`src/sv/qse_pkg.sv`:
```
// Package for the quadrature speed estimator: operation codes, register map,
// reset values and fixed-point constants. No dependencies.
package qse_pkg;

    // Default number of periods averaged for the speed estimate
    localparam int unsigned PERIOD_TAPS_DEF = 8;

    // Configuration port geometry
    localparam int unsigned APB_ADDR_W = 4;
    localparam int unsigned APB_DATA_W = 32;

    // Register widths and reset values
    localparam int unsigned DPC_W     = 32;
    localparam int unsigned TIMEOUT_W = 24;
    localparam logic [DPC_W-1:0]     DPC_RESET     = 32'd65536;
    localparam logic [TIMEOUT_W-1:0] TIMEOUT_RESET = 24'd100000;
    localparam logic                 INVERT_RESET  = 1'b0;

    // Microseconds per second, used to scale counts per microsecond
    localparam int unsigned US_PER_SEC_W = 20;
    localparam logic [US_PER_SEC_W-1:0] US_PER_SEC = 20'd1000000;

    // Largest magnitude of a signed Q48.16 speed
    localparam logic [63:0] SPEED_MAX = 64'h7FFF_FFFF_FFFF_FFFF;

    // Operation codes carried by each input item
    typedef enum logic [1:0] {
        OP_EDGE   = 2'd0,
        OP_SAMPLE = 2'd1,
        OP_CLEAR  = 2'd2,
        OP_NONE   = 2'd3
    } op_t;

    // Register indexes (word address = byte address / 4)
    typedef enum logic [1:0] {
        REG_DPC     = 2'd0,
        REG_TIMEOUT = 2'd1,
        REG_INVERT  = 2'd2,
        REG_SPARE   = 2'd3
    } reg_idx_t;

    // Motion direction reported with a sample
    typedef enum logic [1:0] {
        MOTION_STOP    = 2'd0,
        MOTION_FORWARD = 2'd1,
        MOTION_REVERSE = 2'd2,
        MOTION_SPARE   = 2'd3
    } motion_t;

endpackage

```
`src/sv/qse_ram.sv`:
```
// Generic single-port-write, single-port-read synchronous RAM with a
// registered read. No dependencies.
module qse_ram #(
    parameter int unsigned WIDTH = 32,
    parameter int unsigned DEPTH = 8
) (
    input  logic                     aclk,
    input  logic                     we,
    input  logic [$clog2(DEPTH)-1:0] waddr,
    input  logic [WIDTH-1:0]         wdata,
    input  logic                     re,
    input  logic [$clog2(DEPTH)-1:0] raddr,
    output logic [WIDTH-1:0]         rdata
);

    logic [WIDTH-1:0] mem [DEPTH];

    always_ff @(posedge aclk) begin
        if (we) begin
            mem[waddr] <= wdata;
        end
        if (re) begin
            rdata <= mem[raddr];
        end
    end

endmodule

```
`src/sv/quadrature_speed_estimator_unit.sv`:
```
// Quadrature speed estimator top level: edge counting, period ring in RAM,
// serial divider for speed. Depends on qse_pkg and qse_ram.
//
// Usage:
//  - Input channel (s_*): one transfer per item. s_operation selects an edge
//    event, a sample, a clear, or no-op. One item is worked on at a time;
//    s_ready is high only while the block is idle.
//  - Result channel (m_*): exactly one transfer per input item, held in an
//    output register; the block returns to idle and takes the next item while
//    a result still waits for m_ready.
//  - Path from input transfer to m_valid: an edge event has a ring RAM read
//    and a read-modify-write (ST_EDGE); clear or no-op goes to ST_FIN; a
//    sample that is stopped or has an empty ring passes ST_SAMPLE; a sample
//    that divides has two multiplies (ST_SAMPLE, ST_MUL), 64 steps of the
//    one-bit-per-cycle restoring divider (ST_DIV) and saturation (ST_SAT).
//  - If m_ready stays low, a finished item waits in the last stage until the
//    output register frees; no input is taken meanwhile.
//  - Reset (aresetn low, synchronous) zeroes count, times, ring valid bits and
//    registers to their defaults; ring entries read as zero until written.
//  - APB port: distance_per_count at 0x0, stop_timeout at 0x4,
//    invert_direction at 0x8; write only while idle.
module quadrature_speed_estimator_unit #(
    parameter int unsigned PERIOD_TAPS = qse_pkg::PERIOD_TAPS_DEF
) (
    input  logic                            aclk,
    input  logic                            aresetn,
    // configuration port
    input  logic                            psel,
    input  logic                            penable,
    input  logic                            pwrite,
    input  logic [qse_pkg::APB_ADDR_W-1:0]  paddr,
    input  logic [qse_pkg::APB_DATA_W-1:0]  pwdata,
    output logic [qse_pkg::APB_DATA_W-1:0]  prdata,
    output logic                            pready,
    // input channel
    input  logic                            s_valid,
    output logic                            s_ready,
    input  logic [1:0]                      s_operation,
    input  logic [31:0]                     s_now_us,
    input  logic                            s_level_a,
    input  logic                            s_level_b,
    input  logic                            s_edge_mode,
    // result channel
    output logic                            m_valid,
    input  logic                            m_ready,
    output logic signed [31:0]              m_position_count,
    output logic signed [63:0]              m_travelled,
    output logic signed [63:0]              m_velocity,
    output logic [1:0]                      m_motion_sense,
    output logic                            m_halted
);

    localparam int unsigned SlotW   = $clog2(PERIOD_TAPS);
    localparam int unsigned TapW    = $clog2(PERIOD_TAPS + 1);
    localparam int unsigned TotalW  = 32 + SlotW;
    localparam int unsigned Prod1W  = qse_pkg::DPC_W + TapW;
    localparam int unsigned Prod2W  = Prod1W + qse_pkg::US_PER_SEC_W;
    localparam int unsigned BitW    = 6;
    localparam logic [SlotW-1:0] LastSlot = SlotW'(PERIOD_TAPS - 1);
    localparam logic [TapW-1:0]  Taps     = TapW'(PERIOD_TAPS);

    typedef enum logic [2:0] {
        ST_IDLE,
        ST_EDGE,
        ST_SAMPLE,
        ST_MUL,
        ST_DIV,
        ST_SAT,
        ST_FIN
    } state_t;

    // configuration registers
    logic [qse_pkg::DPC_W-1:0]     dpc_reg;
    logic [qse_pkg::TIMEOUT_W-1:0] timeout_reg;
    logic                          invert_reg;

    // control and architectural state
    state_t                state_reg;
    logic [31:0]           count_reg;
    logic [31:0]           last_reg;
    logic [TotalW-1:0]     total_reg;
    logic [SlotW-1:0]      slot_reg;
    logic                  fwd_reg;
    logic [PERIOD_TAPS-1:0] vld_reg;
    logic [BitW-1:0]       bit_reg;
    logic                  m_valid_reg;

    // datapath registers
    logic [31:0]           now_reg;
    logic                  up_reg;
    logic                  smp_reg;
    logic [Prod1W-1:0]     prod1_reg;
    logic [63:0]           num_reg;
    logic [TotalW-1:0]     rem_reg;
    logic [63:0]           mag_reg;
    logic signed [31:0]    pos_reg;
    logic signed [63:0]    trav_reg;
    logic signed [63:0]    vel_reg;
    logic [1:0]            sense_reg;
    logic                  halt_reg;

    // combinational signals
    logic                  s_xfer;
    logic                  cfg_wr;
    qse_pkg::reg_idx_t     cfg_idx;
    qse_pkg::op_t          s_op;
    logic                  dir_up;
    logic [31:0]           ring_rdata;
    logic [31:0]           old_period;
    logic [31:0]           period;
    logic [TotalW-1:0]     total_upd;
    logic [31:0]           elapsed;
    logic                  timed_out;
    logic [Prod2W-1:0]     prod2;
    logic [TotalW:0]       rem_shift;
    logic                  quot_bit;
    logic [TotalW-1:0]     rem_upd;
    logic                  fin_load;
    logic signed [65:0]    trav_full;
    logic [63:0]           vel_mag_neg;

    assign pready   = 1'b1;
    assign cfg_wr   = psel & penable & pwrite;
    assign cfg_idx  = qse_pkg::reg_idx_t'(paddr[3:2]);
    assign s_ready  = (state_reg == ST_IDLE);
    assign s_xfer   = s_valid & s_ready;
    assign s_op     = qse_pkg::op_t'(s_operation);
    assign dir_up   = (s_level_a == (s_level_b ^ ~invert_reg ^ s_edge_mode));
    assign fin_load = (state_reg == ST_FIN) && (!m_valid_reg || m_ready);

    // register read-back
    always_comb begin
        unique case (cfg_idx)
            qse_pkg::REG_DPC:     prdata = dpc_reg;
            qse_pkg::REG_TIMEOUT: prdata = {8'd0, timeout_reg};
            qse_pkg::REG_INVERT:  prdata = {31'd0, invert_reg};
            default:              prdata = '0;
        endcase
    end

    // period ring storage; read on edge transfer, written back in the next cycle (ST_EDGE)
    qse_ram #(
        .WIDTH(32),
        .DEPTH(PERIOD_TAPS)
    ) u_ring (
        .aclk  (aclk),
        .we    (state_reg == ST_EDGE),
        .waddr (slot_reg),
        .wdata (period),
        .re    (s_xfer && (s_op == qse_pkg::OP_EDGE)),
        .raddr (slot_reg),
        .rdata (ring_rdata)
    );

    // edge event: replace the oldest period and update the running total
    assign old_period = vld_reg[slot_reg] ? ring_rdata : 32'd0;
    assign period     = now_reg - last_reg;
    assign total_upd  = total_reg - TotalW'(old_period) + TotalW'(period);

    // stop detection
    assign elapsed   = now_reg - last_reg;
    assign timed_out = (elapsed >= {8'd0, timeout_reg});

    // numerator scaling, full-width product in Prod2W bits
    assign prod2 = prod1_reg * Prod2W'(qse_pkg::US_PER_SEC);

    // one restoring-division step per cycle
    assign rem_shift = {rem_reg, num_reg[63]};
    assign quot_bit  = (rem_shift >= {1'b0, total_reg});
    assign rem_upd   = quot_bit ? TotalW'(rem_shift - {1'b0, total_reg})
                                : TotalW'(rem_shift);

    // result fields
    assign trav_full   = $signed({count_reg[31], count_reg}) * $signed({1'b0, dpc_reg});
    assign vel_mag_neg = 64'd0 - mag_reg;

    // control, configuration and architectural state
    always_ff @(posedge aclk) begin
        if (!aresetn) begin
            state_reg   <= ST_IDLE;
            dpc_reg     <= qse_pkg::DPC_RESET;
            timeout_reg <= qse_pkg::TIMEOUT_RESET;
            invert_reg  <= qse_pkg::INVERT_RESET;
            count_reg   <= '0;
            last_reg    <= '0;
            total_reg   <= '0;
            slot_reg    <= '0;
            fwd_reg     <= 1'b0;
            vld_reg     <= '0;
            bit_reg     <= '0;
            m_valid_reg <= 1'b0;
        end else begin
            if (cfg_wr) begin
                unique case (cfg_idx)
                    qse_pkg::REG_DPC:     dpc_reg     <= pwdata;
                    qse_pkg::REG_TIMEOUT: timeout_reg <= pwdata[qse_pkg::TIMEOUT_W-1:0];
                    qse_pkg::REG_INVERT:  invert_reg  <= pwdata[0];
                    default:              ;
                endcase
            end

            if (fin_load) begin
                m_valid_reg <= 1'b1;
            end else if (m_ready) begin
                m_valid_reg <= 1'b0;
            end

            unique case (state_reg)
                ST_IDLE: begin
                    if (s_xfer) begin
                        unique case (s_op)
                            qse_pkg::OP_EDGE:   state_reg <= ST_EDGE;
                            qse_pkg::OP_SAMPLE: state_reg <= ST_SAMPLE;
                            qse_pkg::OP_CLEAR: begin
                                count_reg <= '0;
                                total_reg <= '0;
                                vld_reg   <= '0;
                                state_reg <= ST_FIN;
                            end
                            qse_pkg::OP_NONE:   state_reg <= ST_FIN;
                        endcase
                    end
                end
                ST_EDGE: begin
                    total_reg         <= total_upd;
                    vld_reg[slot_reg] <= 1'b1;
                    slot_reg          <= (slot_reg == LastSlot) ? '0 : slot_reg + 1'b1;
                    last_reg          <= now_reg;
                    count_reg         <= up_reg ? count_reg + 32'd1 : count_reg - 32'd1;
                    fwd_reg           <= up_reg;
                    state_reg         <= ST_FIN;
                end
                ST_SAMPLE: begin
                    if (timed_out) begin
                        last_reg  <= now_reg - {8'd0, timeout_reg};
                        state_reg <= ST_FIN;
                    end else if (total_reg == '0) begin
                        state_reg <= ST_FIN;
                    end else begin
                        state_reg <= ST_MUL;
                    end
                end
                ST_MUL: begin
                    bit_reg   <= '0;
                    state_reg <= ST_DIV;
                end
                ST_DIV: begin
                    bit_reg <= bit_reg + 1'b1;
                    if (bit_reg == '1) begin
                        state_reg <= ST_SAT;
                    end
                end
                ST_SAT: begin
                    state_reg <= ST_FIN;
                end
                ST_FIN: begin
                    if (fin_load) begin
                        state_reg <= ST_IDLE;
                    end
                end
                default: state_reg <= ST_IDLE;
            endcase
        end
    end

    // datapath: item capture, multiplier, divider and output register
    always_ff @(posedge aclk) begin
        if (s_xfer) begin
            now_reg <= s_now_us;
            up_reg  <= dir_up;
            smp_reg <= (s_op == qse_pkg::OP_SAMPLE);
            mag_reg <= '0;
        end

        if (state_reg == ST_SAMPLE) begin
            prod1_reg <= dpc_reg * Taps;
            if (!timed_out && total_reg == '0) begin
                mag_reg <= qse_pkg::SPEED_MAX;
            end
        end

        if (state_reg == ST_MUL) begin
            num_reg <= 64'(prod2);
            rem_reg <= '0;
        end

        if (state_reg == ST_DIV) begin
            num_reg <= {num_reg[62:0], quot_bit};
            rem_reg <= rem_upd;
        end

        // quotient at or above 2^63 saturates
        if (state_reg == ST_SAT) begin
            mag_reg <= num_reg[63] ? qse_pkg::SPEED_MAX : num_reg;
        end

        if (fin_load) begin
            pos_reg  <= $signed(count_reg);
            trav_reg <= trav_full[63:0];
            if (!smp_reg) begin
                vel_reg   <= '0;
                sense_reg <= qse_pkg::MOTION_STOP;
                halt_reg  <= 1'b0;
            end else if (mag_reg == '0) begin
                vel_reg   <= '0;
                sense_reg <= qse_pkg::MOTION_STOP;
                halt_reg  <= 1'b1;
            end else if (fwd_reg) begin
                vel_reg   <= $signed(mag_reg);
                sense_reg <= qse_pkg::MOTION_FORWARD;
                halt_reg  <= 1'b0;
            end else begin
                vel_reg   <= $signed(vel_mag_neg);
                sense_reg <= qse_pkg::MOTION_REVERSE;
                halt_reg  <= 1'b0;
            end
        end
    end

    assign m_valid          = m_valid_reg;
    assign m_position_count = pos_reg;
    assign m_travelled      = trav_reg;
    assign m_velocity       = vel_reg;
    assign m_motion_sense   = sense_reg;
    assign m_halted         = halt_reg;

    // an empty ring always has a zero running total
    a_total_empty: assert property (@(posedge aclk) disable iff (!aresetn)
        (vld_reg == '0) |-> (total_reg == '0))
        else $error("period total nonzero with empty ring");

    // the divider only runs with a nonzero divisor
    a_div_nonzero: assert property (@(posedge aclk) disable iff (!aresetn)
        (state_reg == ST_DIV) |-> (total_reg != '0))
        else $error("divider started with zero period total");

    // one item at a time: a transfer closes the input until the result is loaded
    a_one_item: assert property (@(posedge aclk) disable iff (!aresetn)
        s_xfer |=> !s_ready)
        else $error("input accepted while an item is in progress");

    // a halted result carries zero speed and no direction
    a_halt_zero: assert property (@(posedge aclk) disable iff (!aresetn)
        (m_valid && m_halted) |-> (m_velocity == '0 &&
                                   m_motion_sense == qse_pkg::MOTION_STOP))
        else $error("halted result with nonzero speed");

    // the output register is not reloaded while a result waits
    a_no_overwrite: assert property (@(posedge aclk) disable iff (!aresetn)
        (m_valid && !m_ready) |=> (m_valid && $stable(m_position_count) &&
                                   $stable(m_velocity)))
        else $error("pending result overwritten");

endmodule
```
`config.mk`:
```
export PLATFORM = sky130hd
export DESIGN_NAME = quadrature_speed_estimator_unit
export DESIGN_NICKNAME = d
export VERILOG_FILES = /design/src/sv/qse_pkg.sv /design/src/sv/qse_ram.sv /design/src/sv/quadrature_speed_estimator_unit.sv
export SDC_FILE = /design/constraint.sdc
export NUM_CORES = 2
export LEC_CHECK = 0
export BUFFER_PORTS_ARGS = -buffer_cell sky130_fd_sc_hd__buf_2
export CAP_MARGIN = 20
export CORE_AREA = 2 2 434 436
export CTS_BUF_LIST = sky130_fd_sc_hd__clkbuf_4
export CTS_CLUSTER_DIAMETER = 150
export CTS_CLUSTER_SIZE = 24
export DETAILED_ROUTE_END_ITERATION = 7
export DIE_AREA = 0 0 436 438
export GPL_ROUTABILITY_DRIVEN = 0
export PLACE_DENSITY_LB_ADDON = 0.12
export SLEW_MARGIN = 15
export SYNTH_ARGS = -nofsm -noshare
export SYNTH_HDL_FRONTEND = slang
export SYNTH_SLANG_ARGS = --single-unit
```
`constraint.sdc`:
```
create_clock -name aclk -period 12.1 [get_ports aclk]
set_clock_uncertainty 0.15 [all_clocks]
set_input_delay 0 -clock aclk [delete_from_list [all_inputs] [get_ports aclk]]
set_output_delay 0 -clock aclk [all_outputs]
set_load 0.05 [all_outputs]
```
==> insert_results.sql <==
INSERT INTO impl_metrics (metric_group, metric, value, unit) VALUES
('power_and_ir_drop', 'total_power', '25.61', 'mW'),
('min_path', 'worst_hold_path_type', 'primary input to register', ''),
('synth', 'netlist.top_cell.by_area', 'sky130_fd_sc_hd__fa_1', ''),
('cells_and_area', 'register_area', '23350', 'um2'),
('clock_network', 'insertion_delay_of_the_later_clocked_pin_in_the_worst_skew_pair', '1170', 'ps'),
('sta', 'hold_viol_final', '0', ''),
('synth', 'synth.area.mux_share', '0.007820', ''),
('worst_setup_path', 'critical_path.startpoint', 'count_reg[9]$_SDFFE_PN0P_', ''),
('sta', 'period_minus_slack', '9830', 'ps'),
('floorplan', 'placeableCoreArea', '186600', 'um2'),
('synth', 'count_of_cell_types_in_the_netlist', '84', ''),
('synth', 'synth_top_family_by_area', 'adder cells', ''),
('sta', 'rsz_0062_raised_after_global_routing', 'false', ''),
('global_route', 'first_global_vias', '62480', ''),
('sta', 'final_min_period_over_clock_period', '0.8124', ''),
('sta', 'achievable-frequency', '101.7', 'MHz'),
('worst_setup_path', 'worstReg2RegStart', 'count_reg[9]$_SDFFE_PN0P_', ''),
('clock_network', 'ctsRootBufferMaster', 'sky130_fd_sc_hd__clkbuf_4', ''),
('routing', 'firstDrtPassIters', '6', ''),
('cells_and_area', 'nets', '10400', ''),
('power_and_ir_drop', 'p_leak', '40.48', 'nW'),
('worst_setup_path', 'critical_path.most_common_cell', 'sky130_fd_sc_hd__fa_1', ''),
('sta', 'setup_viol', '0', ''),
('worst_setup_path', 'cp_data_arrival_time', '10540', 'ps'),
('global_route', 'grtUsageTotal', '0.2503', ''),
('synth', 'synth-adder-area-share', '0.3501', ''),
('synth', 'synthesis.instances', '8342', ''),
('global_route', 'grt_util_met1', '0.3288', ''),
('placed_design', 'dp_hpwl', '179000', 'um'),
('clock_network', 'cts_htree_levels', '2', ''),
('worst_setup_path', 'critical_path_required', '12810', 'ps'),
('synth', 'post_synth_instance_area', '83520', 'um2'),
('clock_network', 'post_cts.resized_instances', '0', ''),
('sta', 'maxSlewHeadroom', '0.2011', ''),
('global_route', 'global_route.peak_usage_layer', 'met2', ''),
('worst_setup_path', 'delay_contributed_by_the_slowest_stage_of_the_critical_path', '1130', 'ps'),
('global_route', 'globalRoute.totalOverflow', '0', ''),
('status', 'run_status', 'complete, no violations', ''),
('synth', 'post-synth-top-area-fraction', '0.2560', ''),
('synth', 'synth_area_per_cell', '10.01', 'um2'),
('sta', 'max_slew.worst_pin.slew', '1190', 'ps'),
('cells_and_area', 'area_growth', '8.431', '%'),
('clock_network', 'numCtsBuffers', '44', ''),
('synth', 'synth-seq-area-share', '0.2795', ''),
('sta', 'drv_slew', '0', ''),
('synth', 'synth_compound_gate_area_share', '0.1120', ''),
('floorplan', 'design.portCount', '278', ''),
('placed_design', 'port-buffer-count', '274', ''),
('worst_setup_path', 'crit_path_top_delay_cell', 'sky130_fd_sc_hd__dfxtp_1', ''),
('synth', 'dominantRegCellSynth', 'sky130_fd_sc_hd__edfxtp_1', ''),
('global_route', 'grt.met3_usage', '0.01948', ''),
('floorplan', 'floorplan.rows', '159', ''),
('synth', 'synth_edf_count', '616', ''),
('clock_network', 'tritoncts', 'done', ''),
('worst_setup_path', 'critPathLaunchType', 'register', ''),
('routing', 'totalWireLength', '237700', 'um'),
('sta', 'setup_total_negative_slack', '0', 'ps'),
('min_path', 'min_from', 'pwdata[26]', ''),
('power_and_ir_drop', 'power.density_cell_area', '282.7', 'nW/um2'),
('cells_and_area', 'drive_gt1_frac', '0.07126', ''),
('worst_setup_path', 'critical_path.max_fanout', '19', ''),
('worst_setup_path', 'criticalPathCategory', 'register to register', ''),
('floorplan', 'chipHeight', '438', 'um'),
('run', 'drv_cap', '0', ''),
('cells_and_area', 'largest_register_ffs', '256', ''),
('routing', 'drtIter0Drc', '4285', ''),
('routing', 'detail_route.drc_violations', '0', ''),
('synth', 'synth_xor_xnor_area_share', '0.02842', ''),
('synth', 'ys_warn_count', '0', ''),
('synth', 'synth.top_cells.by_area', 'sky130_fd_sc_hd__fa_1 (26%), sky130_fd_sc_hd__edfxtp_1 (22%), sky130_fd_sc_hd__ha_1 (9.4%)', ''),
('worst_setup_path', 'critPathCaptureType', 'register', '');
## layer usage
| layer | up-vias | routed length, um |
|---|---|---|
| met5 | - | 76 |
| met1 | 30640 | 100200 |
| met4 | 10 | 10740 |
| li1 | 27810 | - |
| met3 | 343 | 10280 |
| met2 | 1448 | 116400 |
## timing repair
action	4_1_cts	5_1_grt
hold endpoints to repair	317	0
setup buffers	0	0
setup endpoints to repair	0	0
hold buffers	219	0
## area by class of cell
cell class,count,area share
antenna,7,0.0001934
clock buffer,71,0.005886
sequential,858,0.2579
timing repair buffer,633,0.05156
tap,2495,0.03447
clock inverter,11,0.002045
inverter,1321,0.05481
multi-input combinational,5764,0.5932
## worst max-delay path, delay by kind of cell (launching register included)
family                   cells  cell delay [ps]
buffers and inverters        5              630
flip-flops                   1             1130
AO/OA/AOI/OAI                9             2870
AND/OR/NAND/NOR              2              290
adder cells (fa/ha/maj)      9             4460
## cell usage after synthesis, drive strengths merged (7+ instances only)
master      n
a2111oi    11
a211o      11
a211oi     86
a21boi     10
a21o      147
a21oi     343
a221o       8
a221oi      7
a22oi     172
a31o        7
a31oi      92
a41oi       7
and2      668
and3       40
and4       10
buf        30
clkbuf    369
dfxtp     242
edfxtp    616
fa       1068
ha        628
inv      1321
mux2i      63
nand2     845
nand2b     42
nand3      60
nand3b     13
nand4      72
nor2      461
nor2b      37
nor3       81
nor3b      15
nor4       30
o211ai     33
o21a       42
o21ai     184
o21bai     35
o31a       18
o31ai      22
o41ai       8
or2         7
or3        29
or4        11
xnor2     180
xor2       91
## where the power goes
group          leakage (nW)  total, mW  switching, mW  internal (mW)
clock network         0.414       1.31          0.975          0.334
registers              7.57       5.08          0.501           4.58
logic                  32.5       19.2           11.3           7.96
total                  40.5       25.6           12.7           12.9
## cell usage in the layout, fill, tap and decap left out, types with 11 or more instances in the layout
cell | netlist | final
sky130_fd_sc_hd__o21bai_1 | 35 | 35
sky130_fd_sc_hd__or4_1 | 11 | 11
sky130_fd_sc_hd__nor2b_1 | 37 | 35
sky130_fd_sc_hd__nand3b_1 | 13 | 13
sky130_fd_sc_hd__nor2_1 | 461 | 458
sky130_fd_sc_hd__clkbuf_4 | 0 | 72
sky130_fd_sc_hd__a21o_1 | 147 | 147
sky130_fd_sc_hd__edfxtp_1 | 616 | 616
sky130_fd_sc_hd__a21oi_1 | 343 | 343
sky130_fd_sc_hd__xnor2_1 | 180 | 179
sky130_fd_sc_hd__a211oi_1 | 86 | 86
sky130_fd_sc_hd__nor3b_1 | 15 | 11
sky130_fd_sc_hd__nand2_1 | 845 | 842
sky130_fd_sc_hd__xor2_1 | 91 | 91
sky130_fd_sc_hd__o211ai_1 | 33 | 33
sky130_fd_sc_hd__and2_1 | 667 | 667
sky130_fd_sc_hd__a211o_1 | 11 | 11
sky130_fd_sc_hd__or3_1 | 29 | 28
sky130_fd_sc_hd__a2111oi_0 | 11 | 11
sky130_fd_sc_hd__dlygate4sd3_1 | 0 | 219
sky130_fd_sc_hd__o31ai_1 | 22 | 22
sky130_fd_sc_hd__inv_1 | 1320 | 1317
sky130_fd_sc_hd__buf_4 | 1 | 134
sky130_fd_sc_hd__ha_1 | 628 | 628
sky130_fd_sc_hd__o21ai_0 | 181 | 181
sky130_fd_sc_hd__fa_1 | 1068 | 1068
sky130_fd_sc_hd__and3_1 | 40 | 40
sky130_fd_sc_hd__buf_2 | 15 | 274
sky130_fd_sc_hd__dfxtp_1 | 242 | 235
sky130_fd_sc_hd__o31a_1 | 18 | 18
sky130_fd_sc_hd__nand3_1 | 60 | 59
sky130_fd_sc_hd__nor4_1 | 30 | 30
sky130_fd_sc_hd__nor3_1 | 81 | 78
sky130_fd_sc_hd__o21a_1 | 42 | 42
sky130_fd_sc_hd__a31oi_4 | 60 | 61
sky130_fd_sc_hd__nand2b_1 | 42 | 41
sky130_fd_sc_hd__a22oi_1 | 172 | 172
sky130_fd_sc_hd__mux2i_1 | 63 | 63
sky130_fd_sc_hd__nand4_1 | 72 | 72
sky130_fd_sc_hd__a31oi_1 | 32 | 31
## final timing paths
kind	endpoint	slack, ps	cells past startpoint
setup / recovery	m_travelled[52]$_DFFE_PP_	2270	25
hold / removal	dpc_reg[26]$_SDFFE_PN0P_	150	5
setup reg to reg	m_travelled[52]$_DFFE_PP_	2270	25
hold reg to reg	prod1_reg[34]$_DFFE_PP_	320	0
## through the flow
| stage | std cells | setup WS, ps | cell area, um2 | hold WS, ps | util |
|---|---|---|---|---|---|
| after global placement | 10850 | 2031 | 87550 | 27.14 | 0.4691 |
| after detailed placement | 10850 | 2298 | 87570 | 28.09 | 0.4693 |
| final | 11160 | 2270 | 90560 | 150.3 | 0.4853 |
| after CTS | 11150 | 2230 | 90480 | 2.503 | 0.4849 |
| after global routing | 11160 | 1817 | 90560 | 86.94 | 0.4853 |
| after floorplan | 8342 | 3702 | 83520 | -51.13 | - |
## cells by family (layout without fill, tap and decap cells)
kind of cell               Yosys count  in the layout
and+or+nand+nor                   2441           2441
buffers and inverters             1720           2036
adders and majority gates         1696           1696
AOI/OAI and AO/OA                 1290           1290
DFF                                858            858
xor gates and xnor gates           271            271
muxes                               65             65
other                                1              8
Power figures use the tool's default switching activity.
